$ cat src/hdl/extended_gcd_signed_assert.svh
// ----------------------------------------------------------------------------
// Assertion macros for the extended GCD block
// Short forms for clocked properties that are disabled during reset.
// ----------------------------------------------------------------------------
`ifndef EXTENDED_GCD_SIGNED_ASSERT_SVH
`define EXTENDED_GCD_SIGNED_ASSERT_SVH

// The consequent must hold in the same cycle as the antecedent.
`define EGCD_ASSERT_SAME(label, ante, cons, msg) \
  label: assert property (@(posedge clk) disable iff (rst) (ante) |-> (cons)) \
    else $error(msg);

// The consequent must hold in the cycle after the antecedent.
`define EGCD_ASSERT_NEXT(label, ante, cons, msg) \
  label: assert property (@(posedge clk) disable iff (rst) (ante) |=> (cons)) \
    else $error(msg);

`endif

$ cat src/hdl/egcd_pkg.sv
// ----------------------------------------------------------------------------
// egcd_pkg
// Widths, microcode types and the control store of the extended GCD block.
// ----------------------------------------------------------------------------
package egcd_pkg;

  localparam int WIDTH = 32;
  localparam int CW    = WIDTH + 1;
  // The alignment count reaches at most WIDTH.
  localparam int KW    = $clog2(WIDTH + 1);
  localparam int PC_W  = 4;

  typedef logic [PC_W-1:0] addr_t;

  localparam addr_t ADDR_FINISH = addr_t'(0);
  localparam addr_t ADDR_IDLE   = addr_t'(1);
  localparam addr_t ADDR_TEST   = addr_t'(2);
  localparam addr_t ADDR_DINIT  = addr_t'(3);
  localparam addr_t ADDR_ALIGN  = addr_t'(4);
  localparam addr_t ADDR_REDUCE = addr_t'(5);
  localparam addr_t ADDR_MUL_S  = addr_t'(6);
  localparam addr_t ADDR_UPD_S  = addr_t'(7);
  localparam addr_t ADDR_MUL_T  = addr_t'(8);
  localparam addr_t ADDR_UPD_T  = addr_t'(9);
  localparam addr_t ADDR_SWAP   = addr_t'(10);

  typedef enum logic [3:0] {
    OP_NOP,
    OP_LOAD,
    OP_DIV_INIT,
    OP_ALIGN,
    OP_REDUCE,
    OP_MUL_S,
    OP_UPD_S,
    OP_MUL_T,
    OP_UPD_T,
    OP_SWAP,
    OP_FINISH
  } op_t;

  typedef enum logic [2:0] {
    COND_NEVER,
    COND_ALWAYS,
    COND_NO_BEAT,
    COND_B_ZERO,
    COND_ALIGN,
    COND_K_MORE,
    COND_OUT_BUSY
  } cond_t;

  // A taken condition loads the target; otherwise the step counter advances.
  typedef struct packed {
    op_t   op;
    cond_t cond;
    addr_t target;
  } ucode_t;

  function automatic ucode_t ucode_rom(input addr_t addr);
    ucode_t w;
    begin
      case (addr)
        ADDR_FINISH: w = '{op: OP_FINISH,   cond: COND_OUT_BUSY, target: ADDR_FINISH};
        ADDR_IDLE:   w = '{op: OP_LOAD,     cond: COND_NO_BEAT,  target: ADDR_IDLE};
        ADDR_TEST:   w = '{op: OP_NOP,      cond: COND_B_ZERO,   target: ADDR_FINISH};
        ADDR_DINIT:  w = '{op: OP_DIV_INIT, cond: COND_NEVER,    target: ADDR_IDLE};
        ADDR_ALIGN:  w = '{op: OP_ALIGN,    cond: COND_ALIGN,    target: ADDR_ALIGN};
        ADDR_REDUCE: w = '{op: OP_REDUCE,   cond: COND_K_MORE,   target: ADDR_REDUCE};
        ADDR_MUL_S:  w = '{op: OP_MUL_S,    cond: COND_NEVER,    target: ADDR_IDLE};
        ADDR_UPD_S:  w = '{op: OP_UPD_S,    cond: COND_NEVER,    target: ADDR_IDLE};
        ADDR_MUL_T:  w = '{op: OP_MUL_T,    cond: COND_NEVER,    target: ADDR_IDLE};
        ADDR_UPD_T:  w = '{op: OP_UPD_T,    cond: COND_NEVER,    target: ADDR_IDLE};
        ADDR_SWAP:   w = '{op: OP_SWAP,     cond: COND_ALWAYS,   target: ADDR_TEST};
        default:     w = '{op: OP_NOP,      cond: COND_ALWAYS,   target: ADDR_IDLE};
      endcase
      return w;
    end
  endfunction

endpackage

$ cat src/hdl/extended_gcd_signed.sv
// ----------------------------------------------------------------------------
// extended_gcd_signed
// Signed extended Euclid: gcd of |a| and |b| with Bezout coefficients.
// ----------------------------------------------------------------------------
// Usage: one input beat (value_a, value_b) on the in_valid/in_ready channel
// gives exactly one output beat (divisor, coeff_a, coeff_b) on the
// out_valid/out_ready channel, with value_a*coeff_a + value_b*coeff_b equal
// to divisor. Both operands zero give divisor 0, coeff_a +1, coeff_b 0.
// A microcode sequencer runs one Euclid step after another. Each step tests
// for a zero divisor and loads the divider, then runs a shift-and-subtract
// division that first aligns the divisor and then reduces the remainder,
// then performs the two coefficient updates on one shared multiplier and
// the operand swap. Once the result is written, the sequencer returns to
// idle to take the next input.
// One item is in flight at a time. The result sits in an output register, so
// the next operand pair is taken while that result still waits; a stalled
// receiver blocks the block only when the next result is ready to be written.
// Reset is synchronous and returns the sequencer to idle with no result held.
// ----------------------------------------------------------------------------
`include "extended_gcd_signed_assert.svh"

module extended_gcd_signed (
  input  logic                                  clk,
  input  logic                                  rst,
  input  logic                                  in_valid,
  output logic                                  in_ready,
  input  logic signed [egcd_pkg::WIDTH-1:0]     value_a,
  input  logic signed [egcd_pkg::WIDTH-1:0]     value_b,
  output logic                                  out_valid,
  input  logic                                  out_ready,
  output logic        [egcd_pkg::WIDTH-1:0]     divisor,
  output logic signed [egcd_pkg::CW-1:0]        coeff_a,
  output logic signed [egcd_pkg::CW-1:0]        coeff_b
);

  egcd_pkg::addr_t  pc;
  egcd_pkg::addr_t  pc_next;
  egcd_pkg::ucode_t uc;

  // Operand magnitudes with their signs.
  logic [egcd_pkg::WIDTH-1:0] ma;
  logic [egcd_pkg::WIDTH-1:0] mb;
  logic                       sa;
  logic                       sb;

  // Division unit.
  logic [egcd_pkg::WIDTH-1:0] rem;
  logic [egcd_pkg::CW-1:0]    dv;
  logic [egcd_pkg::CW-1:0]    dv_half;
  logic [egcd_pkg::WIDTH-1:0] qm;
  logic [egcd_pkg::KW-1:0]    k;
  logic                       align_go;
  logic                       reduce_go;

  // Coefficients of the current pair, kept modulo 2^CW.
  logic [egcd_pkg::CW-1:0]    s0;
  logic [egcd_pkg::CW-1:0]    s1;
  logic [egcd_pkg::CW-1:0]    t0;
  logic [egcd_pkg::CW-1:0]    t1;
  logic [egcd_pkg::CW-1:0]    mul_in;
  logic [egcd_pkg::CW-1:0]    prod_next;
  logic [egcd_pkg::CW-1:0]    prod;
  logic                       q_neg;

  logic in_beat;
  logic out_busy;
  logic take;

  assign uc        = egcd_pkg::ucode_rom(pc);
  assign in_ready  = (uc.op == egcd_pkg::OP_LOAD);
  assign in_beat   = in_valid && in_ready;
  assign out_busy  = out_valid && !out_ready;

  assign dv_half   = dv >> 1;
  assign align_go  = (dv <= {1'b0, rem});
  assign reduce_go = (k != '0);
  assign q_neg     = sa ^ sb;

  assign mul_in    = (uc.op == egcd_pkg::OP_MUL_T) ? t1 : s1;
  // Only the low CW bits of the product are needed, so sign does not matter.
  assign prod_next = mul_in * {1'b0, qm};

  always_comb begin
    case (uc.cond)
      egcd_pkg::COND_NEVER:    take = 1'b0;
      egcd_pkg::COND_ALWAYS:   take = 1'b1;
      egcd_pkg::COND_NO_BEAT:  take = !in_valid;
      egcd_pkg::COND_B_ZERO:   take = (mb == '0);
      egcd_pkg::COND_ALIGN:    take = align_go;
      egcd_pkg::COND_K_MORE:   take = (k > egcd_pkg::KW'(1));
      egcd_pkg::COND_OUT_BUSY: take = out_busy;
      default:                 take = 1'b0;
    endcase
    pc_next = take ? uc.target : pc + egcd_pkg::PC_W'(1);
  end

  always_ff @(posedge clk) begin
    if (rst) begin
      pc        <= egcd_pkg::ADDR_IDLE;
      out_valid <= 1'b0;
    end else begin
      pc <= pc_next;
      if ((uc.op == egcd_pkg::OP_FINISH) && !out_busy) begin
        out_valid <= 1'b1;
      end else if (out_valid && out_ready) begin
        out_valid <= 1'b0;
      end
    end
  end

  always_ff @(posedge clk) begin
    case (uc.op)
      egcd_pkg::OP_LOAD: begin
        if (in_beat) begin
          sa <= value_a[egcd_pkg::WIDTH-1];
          sb <= value_b[egcd_pkg::WIDTH-1];
          ma <= value_a[egcd_pkg::WIDTH-1] ? -value_a : value_a;
          mb <= value_b[egcd_pkg::WIDTH-1] ? -value_b : value_b;
          s0 <= egcd_pkg::CW'(1);
          s1 <= '0;
          t0 <= '0;
          t1 <= egcd_pkg::CW'(1);
        end
      end
      egcd_pkg::OP_DIV_INIT: begin
        rem <= ma;
        dv  <= {1'b0, mb};
        qm  <= '0;
        k   <= '0;
      end
      egcd_pkg::OP_ALIGN: begin
        if (align_go) begin
          dv <= dv << 1;
          k  <= k + egcd_pkg::KW'(1);
        end
      end
      egcd_pkg::OP_REDUCE: begin
        if (reduce_go) begin
          dv <= dv_half;
          k  <= k - egcd_pkg::KW'(1);
          if ({1'b0, rem} >= dv_half) begin
            rem <= rem - dv_half[egcd_pkg::WIDTH-1:0];
            qm  <= {qm[egcd_pkg::WIDTH-2:0], 1'b1};
          end else begin
            qm  <= {qm[egcd_pkg::WIDTH-2:0], 1'b0};
          end
        end
      end
      egcd_pkg::OP_MUL_S, egcd_pkg::OP_MUL_T: begin
        prod <= prod_next;
      end
      egcd_pkg::OP_UPD_S: begin
        // The signed quotient is -qm when the operand signs differ.
        s0 <= s1;
        s1 <= q_neg ? s0 + prod : s0 - prod;
      end
      egcd_pkg::OP_UPD_T: begin
        t0 <= t1;
        t1 <= q_neg ? t0 + prod : t0 - prod;
      end
      egcd_pkg::OP_SWAP: begin
        // The truncated remainder takes the sign of the dividend.
        ma <= mb;
        sa <= sb;
        mb <= rem;
        sb <= sa;
      end
      egcd_pkg::OP_FINISH: begin
        if (!out_busy) begin
          divisor <= ma;
          coeff_a <= sa ? -s0 : s0;
          coeff_b <= sa ? -t0 : t0;
        end
      end
      default: begin
      end
    endcase
  end

  `EGCD_ASSERT_NEXT(a_beat_starts_chain, in_beat, pc == egcd_pkg::ADDR_TEST, "beat did not start the chain")
  `EGCD_ASSERT_SAME(a_rem_below_divisor, pc == egcd_pkg::ADDR_MUL_S, rem < mb, "remainder not below divisor")
  `EGCD_ASSERT_NEXT(a_finish_writes_result, (uc.op == egcd_pkg::OP_FINISH) && !out_busy, out_valid && (divisor == $past(ma)), "result not written at finish")

endmodule

$ cat config.mk
export PLATFORM = sky130hd
export DESIGN_NAME = extended_gcd_signed
export DESIGN_NICKNAME = d
export VERILOG_FILES = /design/src/hdl/egcd_pkg.sv /design/src/hdl/extended_gcd_signed.sv
export VERILOG_INCLUDE_DIRS = /design/src /design/src/hdl
export SDC_FILE = /design/constraint.sdc
export NUM_CORES = 2
export LEC_CHECK = 0
export ABC_AREA = 1
export BUFFER_PORTS_ARGS = -buffer_cell sky130_fd_sc_hd__buf_2
export CAP_MARGIN = 20
export CORE_MARGIN = 10
export CORE_UTILIZATION = 50
export DETAILED_ROUTE_END_ITERATION = 8
export GPL_TIMING_DRIVEN = 0
export PLACE_DENSITY_LB_ADDON = 0.2
export REMOVE_ABC_BUFFERS = 1
export SLEW_MARGIN = 5
export SYNTH_ARGS = -nofsm -noshare
export SYNTH_HDL_FRONTEND = slang
export SYNTH_SLANG_ARGS = --single-unit
$ cat constraint.sdc
create_clock -name clk -period 12.15 [get_ports clk]
set_input_delay 0 -clock clk [delete_from_list [all_inputs] [get_ports clk]]
set_output_delay 0 -clock clk [all_outputs]
set_load 0.01 [all_outputs]
==> metrics.txt <==
outcome=finished, final reports clean; Distinct cells, synth=57; Final Hold Fails=0; share of cells above drive strength 1=0.0628; Congestion Overflow GR=0; Layout Utilization=0.560; fmax=97.7 MHz; Yosys top cell by area=edfxtp_1; H-Tree Depth=2; Setup CP Type=register to register; minimum clock period=10.23 ns; clk_lat worst skew=0.61 ns; routability cong.=0.946; worst rel slew slack=0.207; RSZ-0062 raised after global routing=no; final HPWL from detailed placement=103000 µm; Synth-to-Final Area Change=11.1%; Post-CTS Resized=0; Ys Warns=0; Via density=5.49; post-route clock period utilization=0.842; min-delay worst type=input pin to register; clock sinks=447; fraction of registers with async set/reset=0; Setup Skew=0.0167 ns; root buffer cell=clkbuf_16; number of DRC markers in iteration 0=2829; Die ar.=98100 µm²; fillcell total=7756; crit-path max FO=49; Die Height=313 µm; Initial Util=0.504; most frequent cells in the layout=937 x nand2_1, 894 x inv_1, 696 x nor2_1; R2R cell count=29; most common cell after layout, fill and taps aside=nand2_1; r2r setup slk=1.92 ns; row cnt=107; NumNets Final=6005; fin. max-slew vios=0; Mapped Cells=5047; Data required, critical path=12.49 ns; CP max stage delay=1.04 ns; Hold Crit Depth=3; reg2reg start=uc[9]; largest cells by area after synthesis=edfxtp_1 30%, fa_1 21%, nand2_1 8.2%, inv_1 7.8%, ha_1 7.8%; clock buffer depth=3; die width=313 µm; Yosys top cell area share=0.302; largest net degree at the start of global routing=102; wire per inst=20.5 µm; DRT antenna net count=0; DP Area=45400 µm²; clock transition at the registers of the reported paths=0.06 ns; most used cell, CP=fa_1; number of antenna violations at the first check in global routing=5; EDFF count, synth=432; Max Cap Viol=0; reg2reg end=prod[25]; Hold Path Sink=mb[23]; # IOs=168; sequential fraction of the synthesis area=0.309; worst slew pin tran=1.19 ns; CTS tree=built; Vias=35.2k; drt total wl=132000 µm; vias in the first global route=35.8k; crit path launch type=register; DRC Markers=0; syn_area_per_cell=8.52 µm²; hold path start=value_b[31]; CTS buffer count=50; Worst EP arrival=10.57 ns; Main synth FF type=edfxtp_1; CP endpoint kind=register; total core area=85300 µm²; post-synthesis sequential element count=447; final setup fails=0; slowest stage cell, crit path=clkinv_1; post-route design area=47800 µm²; Syn Std Cell Area=43000 µm²; Total GRT Usage=0.267; first-pass GRT wire length=205000 µm; TritonRoute pass-1 iters=6; IO buf count=167
==> how the worst max path moves through the flow <==
stage	slack (ns)	start	cells past startpoint	endpoint
after floorplan	1.31	uc[10]	2	coeff_a[0]
after global placement	-4.02	uc[10]	4	out_valid
after detailed placement	2.08	uc[9]	29	prod[29]
after CTS	2.07	uc[9]	29	prod[25]
after global routing	1.48	uc[9]	29	prod[25]
final	1.92	uc[9]	29	prod[25]
==> synthesized netlist by cell type, types with 73 or more instances <==
cell type,count
fa_1,441
ha_1,268
nand2_1,943
nor2_1,700
o21ai_0,230
xor2_1,126
clkbuf_1,126
nand3_1,174
xnor2_1,73
a21oi_1,245
inv_1,896
edfxtp_1,432
==> what timing repair did <==
| item | CTS | global route |
|---|---|---|
| setup endpoints to repair | 0 | 0 |
| hold buffers | 74 | 0 |
| buffers inserted | 0 | 0 |
| endpoints found under the hold margin | 75 | 0 |
==> worst max-delay path, delay by kind of cell, from the launching register on <==
kind                     cells  cell delay (ns)
buffers and inverters        8             1.48
XOR/XNOR                     1             0.11
flip-flops                   1             0.49
adder cells (fa/ha/maj)      9             3.93
AND/OR/NAND/NOR              4             1.68
AO/OA/AOI/OAI                7             2.24
==> layer usage <==
| layer | vias to the layer above | share of wire | global-route usage |
|---|---|---|---|
| li1 | 16500 | - | - |
| met1 | 17000 | 0.39 | 0.324 |
| met2 | 1362 | 0.48 | 0.460 |
| met3 | 339 | 0.070 | 0.0456 |
| met4 | 6 | 0.050 | 0.120 |
| met5 | - | 0.00026 | 0 |
==> state kept, by name, summed over array words and instances, names as in the netlist <==
signal	cells
coeff_a	33
coeff_b	33
divisor	32
dv	33
k	6
ma	32
mb	32
out_valid	1
pc	4
prod	33
qm	32
rem	32
s0	33
s1	33
sa	1
sb	1
t0	33
t1	33
uc	10
==> per-stage QoR <==
| stage | hold slack [ns] | setup TNS, ns | worst slack, ns | instances |
|---|---|---|---|---|
| after floorplan | 0.0724 | 0 | 1.31 | 4900 |
| after global routing | 0.0657 | 0 | 1.48 | 6413 |
| after detailed placement | 0.184 | 0 | 2.08 | 6245 |
| final | 0.0399 | 0 | 1.92 | 6413 |
| after CTS | 0.00870 | 0 | 2.07 | 6410 |
| after global placement | 0.176 | -358.09 | -4.02 | 6211 |
==> final cells by class <==
| cell class | instances | area [µm²] | share of cell area |
|---|---|---|---|
| clock buffer | 62 | 1340 | 0.0280 |
| timing repair buffer | 276 | 2180 | 0.0457 |
| tap | 1144 | 1430 | 0.0300 |
| antenna | 2 | 5.00 | 0.000105 |
| multi-input combinational | 3545 | 25800 | 0.541 |
| inverter | 908 | 3420 | 0.0715 |
| sequential | 447 | 13300 | 0.278 |
| clock inverter | 29 | 288 | 0.00603 |
==> cell families (layout without fill, tap and decap cells) <==
group | count (synthesis) | in the layout | share of synthesized area
AOI/OAI and AO/OA | 639 | 639 | 0.0846
xor gates and xnor gates | 199 | 199 | 0.0405
adders and majority gates | 709 | 709 | 0.283
buffers and inverters | 1055 | 1275 | 0.0933
DFF | 447 | 447 | 0.309
other | 0 | 2 | 0
and+or+nand+nor | 1998 | 1998 | 0.190
Power is left out: the tool's default activity adds up to more than one toggle a clock period on the data nets, which glitch-free logic cannot reach.
